==> src/rtl/ptsv_pkg.sv <==
// Package for the polyphonic triangle synth core: command/status types and constants.
// No dependencies; imported by the controller, datapath, top level and checker.
`timescale 1ns / 1ps

package ptsv_pkg;

    // MIDI status high nibble
    localparam logic [3:0] KIND_NOTE_ON  = 4'h9;
    localparam logic [3:0] KIND_NOTE_OFF = 4'h8;

    // 2^(s/12) in Q16, s = semitone within the octave
    localparam logic [16:0] SEMITONE_Q16 [12] = '{
        17'd65536,  17'd69433,  17'd73562,  17'd77936,
        17'd82570,  17'd87480,  17'd92682,  17'd98193,
        17'd104032, 17'd110218, 17'd116772, 17'd123715
    };

    // floor(y / 127) = (y * DIV127_MAGIC) >> DIV127_SHIFT, exact for y < 2^22
    localparam logic [22:0] DIV127_MAGIC = 23'd4227331;
    localparam int          DIV127_SHIFT = 29;
    localparam int          DIVY_W       = 22;
    localparam int          DIVP_W       = 45;

    localparam int TRI_W  = 16;
    localparam int PROD_W = 24;
    localparam int ACC_W  = 24;
    localparam int MIX_W  = 20;

    localparam logic signed [ACC_W-1:0] MIX_MAX = 24'sd524287;
    localparam logic signed [ACC_W-1:0] MIX_MIN = -24'sd524288;

    typedef struct packed {
        logic start;     // input transaction taken: latch fields, clear scan/accumulator
        logic issue;     // read the voice at the sweep address
        logic commit;    // end of a message sweep: claim the free voice if due
        logic out_load;  // move the saturated mix into the output register
    } t_cmd;

    typedef struct packed {
        logic op_tick;     // offered item is a sample tick
        logic note;        // offered item is a note on or note off
        logic pipe_empty;  // no voice in flight
    } t_stat;

endpackage

==> src/rtl/ptsv_ctrl.sv <==
// Controller for the synth core: sequences voice sweeps, commit and output hand-off.
// Depends on ptsv_pkg.
`timescale 1ns / 1ps

module ptsv_ctrl
    import ptsv_pkg::*;
#(
    parameter int VOICES = 16,
    localparam int IDX_W = (VOICES > 1) ? $clog2(VOICES) : 1
) (
    input  logic             i_clk,
    input  logic             i_rst_n,
    input  logic             i_in_valid,
    output logic             o_in_ready,
    output logic             o_out_valid,
    input  logic             i_out_ready,
    input  t_stat            i_stat,
    output t_cmd             o_cmd,
    output logic [IDX_W-1:0] o_addr
);

    typedef enum logic [4:0] {
        S_IDLE   = 5'b00001,
        S_SWEEP  = 5'b00010,
        S_WAIT   = 5'b00100,
        S_COMMIT = 5'b01000,
        S_FINISH = 5'b10000
    } t_state;

    t_state           r_state, n_state;
    logic [IDX_W-1:0] r_vidx, n_vidx;
    logic             r_tick, n_tick;
    logic             r_out_valid, n_out_valid;
    logic             w_accept;

    assign o_in_ready  = (r_state == S_IDLE);
    assign o_out_valid = r_out_valid;
    assign o_addr      = r_vidx;
    assign w_accept    = i_in_valid && o_in_ready;

    always_comb begin
        n_state     = r_state;
        n_vidx      = r_vidx;
        n_tick      = r_tick;
        n_out_valid = r_out_valid;
        o_cmd       = '0;

        if (r_out_valid && i_out_ready) begin
            n_out_valid = 1'b0;
        end

        unique case (r_state)
            S_IDLE: begin
                if (w_accept) begin
                    o_cmd.start = 1'b1;
                    n_tick      = i_stat.op_tick;
                    n_vidx      = '0;
                    if (i_stat.op_tick || i_stat.note) begin
                        n_state = S_SWEEP;
                    end
                end
            end
            S_SWEEP: begin
                o_cmd.issue = 1'b1;
                if (r_vidx == IDX_W'(VOICES - 1)) begin
                    n_state = S_WAIT;
                end else begin
                    n_vidx = r_vidx + 1'b1;
                end
            end
            S_WAIT: begin
                if (i_stat.pipe_empty) begin
                    n_state = r_tick ? S_FINISH : S_COMMIT;
                end
            end
            S_COMMIT: begin
                o_cmd.commit = 1'b1;
                n_state      = S_IDLE;
            end
            S_FINISH: begin
                // output register must be free or emptying this cycle
                if (!r_out_valid || i_out_ready) begin
                    o_cmd.out_load = 1'b1;
                    n_out_valid    = 1'b1;
                    n_state        = S_IDLE;
                end
            end
            default: begin
                n_state = S_IDLE;
            end
        endcase
    end

    always_ff @(posedge i_clk) begin
        if (!i_rst_n) begin
            r_state     <= S_IDLE;
            r_vidx      <= '0;
            r_tick      <= 1'b0;
            r_out_valid <= 1'b0;
        end else begin
            r_state     <= n_state;
            r_vidx      <= n_vidx;
            r_tick      <= n_tick;
            r_out_valid <= n_out_valid;
        end
    end

endmodule

==> src/rtl/ptsv_datapath.sv <==
// Datapath for the synth core: voice store, match/claim logic, phase and mix pipeline.
// Depends on ptsv_pkg; driven by ptsv_ctrl commands.
`timescale 1ns / 1ps

module ptsv_datapath
    import ptsv_pkg::*;
#(
    parameter int VOICES      = 16,
    parameter int SAMPLE_RATE = 48000,
    parameter int PHASE_BITS  = 24,
    localparam int IDX_W = (VOICES > 1) ? $clog2(VOICES) : 1
) (
    input  logic                    i_clk,
    input  logic                    i_rst_n,
    input  t_cmd                    i_cmd,
    input  logic [IDX_W-1:0]        i_addr,
    input  logic                    i_op,
    input  logic [7:0]              i_status_byte,
    input  logic [7:0]              i_key_byte,
    input  logic [7:0]              i_velocity_byte,
    output t_stat                   o_stat,
    output logic signed [MIX_W-1:0] o_mix_sample
);

    // pitch table, worked out at elaboration
    logic [PHASE_BITS-1:0] w_pitch [128];

    for (genvar k = 0; k < 128; k++) begin : g_pitch
        localparam logic [63:0] NUM =
            ((64'd440 * 64'(SEMITONE_Q16[k % 12])) << (k / 12)) << (PHASE_BITS - 16);
        localparam logic [63:0] DEN = 64'(SAMPLE_RATE) * 64'd16;
        localparam logic [63:0] INC = (NUM + DEN / 2) / DEN;
        assign w_pitch[k] = INC[PHASE_BITS-1:0];
    end

    // voice store
    logic [3:0]            r_mem_chan  [VOICES];
    logic [6:0]            r_mem_key   [VOICES];
    logic [PHASE_BITS-1:0] r_mem_phase [VOICES];
    logic [PHASE_BITS-1:0] r_mem_inc   [VOICES];
    logic [6:0]            r_mem_level [VOICES];
    logic [VOICES-1:0]     r_active;

    // latched message
    logic       r_tick;
    logic       r_on;
    logic [3:0] r_chan;
    logic [6:0] r_key;
    logic [6:0] r_vel;
    logic       r_dup;
    logic       r_found;
    logic [IDX_W-1:0] r_slot;

    // pipeline
    logic                  r_s1_v, r_s2_v, r_s3_v, r_s4_v;
    logic [IDX_W-1:0]      r_s1_addr;
    logic                  r_s1_act;
    logic [3:0]            r_s1_chan;
    logic [6:0]            r_s1_key;
    logic [PHASE_BITS-1:0] r_s1_phase;
    logic [PHASE_BITS-1:0] r_s1_inc;
    logic [6:0]            r_s1_level;
    logic signed [TRI_W-1:0]  r_s2_tri;
    logic [6:0]               r_s2_level;
    logic signed [PROD_W-1:0] r_s3_prod;
    logic [DIVP_W-1:0]        r_s4_mul;
    logic                     r_s4_neg;
    logic signed [ACC_W-1:0]  r_acc;
    logic signed [MIX_W-1:0]  r_out;

    logic                    w_match;
    logic                    w_claim;
    logic [PHASE_BITS-1:0]   w_phase_nx;
    logic [PHASE_BITS:0]     w_twice;
    logic [PHASE_BITS:0]     w_full;
    logic [PHASE_BITS:0]     w_a;
    logic [16:0]             w_a_hi;
    logic signed [TRI_W-1:0] w_tri;
    logic signed [PROD_W-1:0] w_prod;
    logic                    w_neg;
    logic [PROD_W-1:0]       w_mag;
    logic [DIVY_W-1:0]       w_y;
    logic [15:0]             w_q;
    logic signed [ACC_W-1:0] w_term;
    logic signed [MIX_W-1:0] w_sat;
    logic [3:0]              w_kind;

    assign w_kind            = i_status_byte[7:4];
    assign o_stat.op_tick    = i_op;
    assign o_stat.note       = (w_kind == KIND_NOTE_ON) || (w_kind == KIND_NOTE_OFF);
    assign o_stat.pipe_empty = !(r_s1_v || r_s2_v || r_s3_v || r_s4_v);

    assign w_match = r_s1_act && (r_s1_chan == r_chan) && (r_s1_key == r_key);
    assign w_claim = r_on && !r_dup && r_found;

    // triangle of the advanced phase; a reaches 2^PHASE_BITS only at phase zero
    assign w_phase_nx = r_s1_phase + r_s1_inc;
    assign w_twice    = {w_phase_nx, 1'b0};
    assign w_full     = (PHASE_BITS + 1)'(1) << PHASE_BITS;
    assign w_a        = (w_twice >= w_full) ? (w_twice - w_full) : (w_full - w_twice);
    assign w_a_hi     = w_a[PHASE_BITS -: 17];
    assign w_tri      = w_a_hi[16] ? $signed(16'h7fff) : $signed(w_a_hi[15:0] ^ 16'h8000);

    assign w_prod = $signed(PROD_W'(r_s2_tri)) * $signed(PROD_W'({1'b0, r_s2_level}));

    // round to nearest on the magnitude, then divide by 127
    assign w_neg = r_s3_prod[PROD_W-1];
    assign w_mag = w_neg ? PROD_W'(-r_s3_prod) : PROD_W'(r_s3_prod);
    assign w_y   = w_mag[DIVY_W-1:0] + DIVY_W'(63);

    assign w_q    = r_s4_mul[DIV127_SHIFT +: 16];
    assign w_term = r_s4_neg ? -$signed(ACC_W'(w_q)) : $signed(ACC_W'(w_q));

    always_comb begin
        priority if (r_acc > MIX_MAX) begin
            w_sat = MIX_MAX[MIX_W-1:0];
        end else if (r_acc < MIX_MIN) begin
            w_sat = MIX_MIN[MIX_W-1:0];
        end else begin
            w_sat = r_acc[MIX_W-1:0];
        end
    end

    assign o_mix_sample = r_out;

    // control: valid flags and voice active bits
    always_ff @(posedge i_clk) begin
        if (!i_rst_n) begin
            r_s1_v   <= 1'b0;
            r_s2_v   <= 1'b0;
            r_s3_v   <= 1'b0;
            r_s4_v   <= 1'b0;
            r_active <= '0;
        end else begin
            r_s1_v <= i_cmd.issue;
            r_s2_v <= r_s1_v && r_tick && r_s1_act;
            r_s3_v <= r_s2_v;
            r_s4_v <= r_s3_v;
            if (r_s1_v && !r_tick && !r_on && w_match) begin
                r_active[r_s1_addr] <= 1'b0;
            end
            if (i_cmd.commit && w_claim) begin
                r_active[r_slot] <= 1'b1;
            end
        end
    end

    // store reads and writes
    always_ff @(posedge i_clk) begin
        r_s1_addr  <= i_addr;
        r_s1_act   <= r_active[i_addr];
        r_s1_chan  <= r_mem_chan[i_addr];
        r_s1_key   <= r_mem_key[i_addr];
        r_s1_phase <= r_mem_phase[i_addr];
        r_s1_inc   <= r_mem_inc[i_addr];
        r_s1_level <= r_mem_level[i_addr];

        priority if (i_cmd.commit && w_claim) begin
            r_mem_chan[r_slot]  <= r_chan;
            r_mem_key[r_slot]   <= r_key;
            r_mem_phase[r_slot] <= '0;
            r_mem_inc[r_slot]   <= w_pitch[r_key];
            r_mem_level[r_slot] <= r_vel;
        end else if (r_s1_v && r_tick && r_s1_act) begin
            r_mem_phase[r_s1_addr] <= w_phase_nx;
        end
    end

    // message latch, scan results, mix pipeline
    always_ff @(posedge i_clk) begin
        if (i_cmd.start) begin
            r_tick  <= i_op;
            r_on    <= (w_kind == KIND_NOTE_ON);
            r_chan  <= i_status_byte[3:0];
            r_key   <= i_key_byte[6:0];
            r_vel   <= i_velocity_byte[6:0];
            r_dup   <= 1'b0;
            r_found <= 1'b0;
        end else if (r_s1_v && !r_tick) begin
            if (w_match) begin
                r_dup <= 1'b1;
            end else if (!r_s1_act && !r_found) begin
                r_found <= 1'b1;
                r_slot  <= r_s1_addr;
            end
        end

        r_s2_tri   <= w_tri;
        r_s2_level <= r_s1_level;
        r_s3_prod  <= w_prod;
        r_s4_mul   <= DIVP_W'(w_y) * DIVP_W'(DIV127_MAGIC);
        r_s4_neg   <= w_neg;

        if (i_cmd.start) begin
            r_acc <= '0;
        end else if (r_s4_v) begin
            r_acc <= r_acc + w_term;
        end

        if (i_cmd.out_load) begin
            r_out <= w_sat;
        end
    end

endmodule

==> src/rtl/poly_triangle_synth_voices.sv <==
// Polyphonic triangle synth core, top level: controller plus datapath.
// Depends on ptsv_pkg, ptsv_ctrl and ptsv_datapath.
//
// Input channel (i_in_valid / o_in_ready): one transaction is either a MIDI
// message (i_op = 0; note on 0x9n, note off 0x8n, anything else ignored) or a
// sample tick (i_op = 1). Output channel (o_out_valid / i_out_ready) carries
// one signed 20-bit mixed sample per tick and nothing for messages.
// Timing: a note message sweeps every voice once before the input is ready
// again; an ignored message leaves the input ready. A tick sweeps the voices
// through a five-stage phase/triangle/scale pipeline, and o_out_valid rises
// once the pipeline has drained, sooner when the last voices are idle. The
// sweep of the single-port voice store, one voice per cycle, sets the rate.
// Items are taken one at a time; a message is accepted while a sample still
// waits in the output register, a tick finishes its sweep and holds its mix
// until that register is free.
// Reset: all voices inactive, both channels empty. The voice store itself is
// not cleared; entries are only used once a note on has claimed them.
`timescale 1ns / 1ps

module poly_triangle_synth_voices
    import ptsv_pkg::*;
#(
    parameter int VOICES      = 16,
    parameter int SAMPLE_RATE = 48000,
    parameter int PHASE_BITS  = 24
) (
    input  logic                    i_clk,
    input  logic                    i_rst_n,
    input  logic                    i_in_valid,
    output logic                    o_in_ready,
    input  logic                    i_op,
    input  logic [7:0]              i_status_byte,
    input  logic [7:0]              i_key_byte,
    input  logic [7:0]              i_velocity_byte,
    output logic                    o_out_valid,
    input  logic                    i_out_ready,
    output logic signed [MIX_W-1:0] o_mix_sample
);

    localparam int IDX_W = (VOICES > 1) ? $clog2(VOICES) : 1;

    t_cmd             w_cmd;
    t_stat            w_stat;
    logic [IDX_W-1:0] w_addr;

    ptsv_ctrl #(
        .VOICES (VOICES)
    ) u_ctrl (
        .i_clk       (i_clk),
        .i_rst_n     (i_rst_n),
        .i_in_valid  (i_in_valid),
        .o_in_ready  (o_in_ready),
        .o_out_valid (o_out_valid),
        .i_out_ready (i_out_ready),
        .i_stat      (w_stat),
        .o_cmd       (w_cmd),
        .o_addr      (w_addr)
    );

    ptsv_datapath #(
        .VOICES      (VOICES),
        .SAMPLE_RATE (SAMPLE_RATE),
        .PHASE_BITS  (PHASE_BITS)
    ) u_datapath (
        .i_clk           (i_clk),
        .i_rst_n         (i_rst_n),
        .i_cmd           (w_cmd),
        .i_addr          (w_addr),
        .i_op            (i_op),
        .i_status_byte   (i_status_byte),
        .i_key_byte      (i_key_byte),
        .i_velocity_byte (i_velocity_byte),
        .o_stat          (w_stat),
        .o_mix_sample    (o_mix_sample)
    );

endmodule

==> config.mk <==
export PLATFORM = sky130hd
export DESIGN_NAME = poly_triangle_synth_voices
export DESIGN_NICKNAME = d
export VERILOG_FILES = /design/src/rtl/ptsv_pkg.sv /design/src/rtl/ptsv_ctrl.sv /design/src/rtl/ptsv_datapath.sv /design/src/rtl/poly_triangle_synth_voices.sv
export SDC_FILE = /design/constraint.sdc
export NUM_CORES = 2
export LEC_CHECK = 0
export BUFFER_PORTS_ARGS = -buffer_cell sky130_fd_sc_hd__clkbuf_2
export CELL_PAD_IN_SITES_DETAIL_PLACEMENT = 0
export CELL_PAD_IN_SITES_GLOBAL_PLACEMENT = 1
export CORE_MARGIN = 2
export CORE_UTILIZATION = 45
export CTS_CLUSTER_DIAMETER = 200
export CTS_CLUSTER_SIZE = 14
export DETAILED_ROUTE_END_ITERATION = 12
export PLACE_DENSITY_LB_ADDON = 0.1
export SYNTH_ARGS = -nofsm -noshare
export SYNTH_HDL_FRONTEND = slang
export SYNTH_SLANG_ARGS = --single-unit
==> constraint.sdc <==
create_clock -name i_clk -period 12.87 [get_ports i_clk]
set_input_delay 2.574 -clock i_clk [delete_from_list [all_inputs] [get_ports i_clk]]
set_output_delay 2.574 -clock i_clk [all_outputs]
set_load 0.02 [all_outputs]
==> flow_summary_export.csv <==
group,metric,value,unit
synthesis,syn_area,60780,sq um
clocking,numCtsBuffers,102,
power_and_ir_drop,p_per_area,264.5,nW/um^2
sta,maxSlewHeadroom,12.33,%
placed_design,placed_cell_area,63300,sq um
sta,fin_crit_sh,70.93,%
setup_path,endpoint_kind,"flip-flop",
power_and_ir_drop,p_leak,23.66,nW
synthesis,seq_area_frac_synth,60.64,%
global_route,grt_pass1_wl,222900,microns
sta,tns,0,ns
cells_and_area,final_common_cell,"edfxtp_1",
power_and_ir_drop,total_power,17.55,mW
worst_hold_path,hold_depth,0,
sta,whs,0.3299,ns
global_route,track_usage,21.79,%
cells_and_area,drive_gt1_share,15.78,%
setup_path,reg2reg_from,"u_datapath.r_s3_prod[0]",
synthesis,ys_warn_count,0,
setup_path,crit_path_max_fanout,7,
clocking,root_buffer,"clkbuf_16",
floorplanning,die_x,371.5,microns
clocking,hold_buffers,0,
synthesis,synth_compound_gate_area_share,5.931,%
synthesis,synthAdderAreaFrac,9.799,%
clocking,clk_latency,0.74,ns
setup_path,critPathKind,"flip-flop to flip-flop",
flow_run,cap_violations,0,
synthesis,ys_ff_latch,1291,
power_and_ir_drop,ir_drop,0.6041,mV
clocking,clkSinkCount,1291,
floorplanning,core,133800,sq um
synthesis,synth_top_family_by_area,"multiplexers",
sta,period_minus_slack,9.128,ns
synthesis,synth_mux_area_share,13.00,%
cells_and_area,fillers,11287,
synthesis,synth-edff-count,1100,
setup_path,crit-reg2reg-capture,"u_datapath.r_s4_mul[43]",
floorplanning,die_h,371.5,microns
synthesis,synth-simple-area-share,6.028,%
synthesis,synth_top_area_cell,"edfxtp_1",
sta,fin_skew,0.04781,ns
synthesis,synthXorXnorAreaFrac,2.073,%
cells_and_area,syn2layout_area_growth,9.157,%
sta,setup_ws,3.742,ns
clocking,htree_levels,3,
synthesis,syn-num-nets,4349,
clocking,worst_setup_hold_path_clk_slew,0.08,ns
placed_design,hpwlAfterDp,86120,microns
setup_path,crit_family,"adder cells",
sta,worstMarginPinSlew,1.311,ns
clocking,postCtsSetupRepairBufs,0,
power_and_ir_drop,p_switching,7.019,mW
synthesis,ys_top_cells_by_area,"edfxtp_1, mux4_2, dfxtp_1",
route,wl_per_cell,25.47,microns
setup_path,reg2reg_setup_slack,3.74,ns
route,vias,33795,
route,wl,148000,microns
sta,fmax,109.5,MHz
sta,slew_violations,0,
placed_design,portBuffers,48,
synthesis,synth.distinct_cells,85,
synthesis,synthCells,3916,
power_and_ir_drop,p_int,10.53,mW
cells_and_area,fin_area,66340,sq um
route,drcViolationCount,0,
global_route,grt_max_degree,126,
setup_path,cp_num_buf_inv,3,
worst_hold_path,hold_start,"u_datapath.r_s1_level[1]",
floorplanning,die_area,138000,sq um
synthesis,synth_area_per_cell,15.52,sq um
synthesis,synthArstFlopShare,0,%
outcome,status,"completed",
power_and_ir_drop,power.share.clock,17.1,%
sta,hold_viol_final,0,
global_route,antenna_found_initial,4,
setup_path,start_kind,"flip-flop",
cells_and_area,final_util,49.59,%
clocking,cts_tree,"yes",
setup_path,cp.arrival,9.73,ns
worst_hold_path,worst_hold_path.endpoint,"u_datapath.r_s2_level[1]",
setup_path,critPathMaxStageDelay,0.64,ns
cells_and_area,fin_nets,4394,
global_route,grt-ovfl-total,0,
route,final_antenna_net_count,0,
clocking,cts.repair.resized,0,
worst_hold_path,min_path_type,"flip-flop to flip-flop",
clocking,clk_path_buf_depth,3,
placed_design,dp_slack,3.642,ns
floorplanning,pin_count,51,
setup_path,slowest_stage,"xnor2_1",
floorplanning,rows,134,
route,drtIter0Drc,2766,
sta,rsz0062_at_grt,"no",
placed_design,dp.cells,5625,
global_route,first_global_vias,34435,
floorplanning,start_util,45.43,%
setup_path,crit_path_frequent_cell,"ha_1",
power_and_ir_drop,comb_power_share,53.4,%
cells_and_area,most-common-layout-cells,"edfxtp_1, mux4_2, ha_1",
route,vias_per_cell,5.816,
synthesis,synth-main-ff-cell,"edfxtp_1",
power_and_ir_drop,netSwitchingFraction,39.99,%
route,drt_first_pass_iters,6,
sta,setup_viol,0,
cells_and_area,final_cells,5811,
setup_path,reg2regPathDepth,31,
power_and_ir_drop,pwr-share-seq,29.5,%
placed_design,globalplace.congestion,0.8412,
setup_path,critPathRequiredTime,13.47,ns
synthesis,netlist.area_leader.share,54.35,%
-- sequential cells by signal (all words and copies together), names as in the netlist, 20 cells and up --
| signal | cells |
|---|---|
| u_datapath.r_acc | 24 |
| u_datapath.r_mem_key | 112 |
| u_datapath.r_mem_chan | 64 |
| u_datapath.o_mix_sample | 20 |
| u_datapath.r_s1_inc | 24 |
| u_datapath.r_s3_prod | 23 |
| u_datapath.r_mem_level | 112 |
| u_datapath.r_mem_inc | 384 |
| u_datapath.r_mem_phase | 384 |
| u_datapath.r_s1_phase | 24 |
-- synthesized netlist by cell type (all sizes together), types with 19 or more instances --
| cell | number |
|---|---|
| and2 | 98 |
| xnor2 | 85 |
| o31ai | 19 |
| or2 | 23 |
| o21a | 46 |
| a21oi | 156 |
| buf | 41 |
| nand3 | 41 |
| fa | 120 |
| or3 | 19 |
| edfxtp | 1100 |
| a31oi | 28 |
| nand2b | 20 |
| nor2b | 28 |
| clkbuf | 133 |
| a211oi | 25 |
| mux2i | 21 |
| o21ai | 127 |
| xor2 | 58 |
| nand2 | 180 |
| o211ai | 27 |
| nor2 | 208 |
| mux4 | 339 |
| inv | 230 |
| nor3 | 46 |
| dfxtp | 191 |
| a21o | 26 |
| ha | 284 |
-- worst register-to-register path, delay by kind of cell, from the launching register on --
kind                     cells  cell delay, ns
AO/OA/AOI/OAI               11            2.59
XOR/XNOR                     2            0.78
adder cells (fa/ha/maj)      9            2.99
buffers and inverters        3            0.43
flip-flops                   1            0.35
AND/OR/NAND/NOR              6            1.84
-- final cells by class --
class                      count  area (sq um)  area share, %
clock buffer                 178          2859          4.309
timing repair buffer         115         780.7          1.177
clock inverter                 7         176.4         0.2659
sequential                  1291         36870          55.58
antenna                        1         2.502       0.003772
multi-input combinational   2219         22570          34.02
inverter                     232         870.8          1.313
tap                         1768          2212          3.334
-- power groups by stage --
stage	Combinational, mW	Clock (mW)	Sequential (mW)
detailed placement	9.43	0	5.27
floorplan	7.06	0	5.18
global placement	9.57	0	5.27
finish	9.37	3.00	5.18
global route	11.1	3.22	5.20
CTS	9.59	3.07	5.18
-- metal layers --
metal / GRT usage (%) / share of wire (%)
met1: 31.12 / 45
met2: 35.23 / 48
met3: 2.794 / 5.1
met4: 6.227 / 2.6
met5: 0 / 0.0095
-- kinds of logic (layout without fill, tap and decap cells) --
logic type | count (synthesis) | in the layout
muxes | 365 | 365
AOI/OAI and AO/OA | 561 | 561
xor gates and xnor gates | 143 | 143
buffers and inverters | 406 | 532
other | 0 | 1
DFF | 1291 | 1291
adders and majority gates | 404 | 404
and+or+nand+nor | 746 | 746
-- how the worst max path moves through the flow --
stage	slack, ns	depth (start not counted)	to	start
CTS	3.59	31	u_datapath.r_s4_mul[43]	u_datapath.r_s3_prod[0]
global placement	3.56	31	u_datapath.r_s4_mul[43]	u_datapath.r_s3_prod[0]
floorplan	5.07	32	u_datapath.r_s4_mul[43]	u_datapath.r_s3_prod[0]
finish	3.74	31	u_datapath.r_s4_mul[43]	u_datapath.r_s3_prod[0]
detailed placement	3.64	31	u_datapath.r_s4_mul[43]	u_datapath.r_s3_prod[0]
global route	3.06	31	u_datapath.r_s4_mul[43]	u_datapath.r_s3_prod[0]
Note: power is estimated with default switching activity, not from simulation.
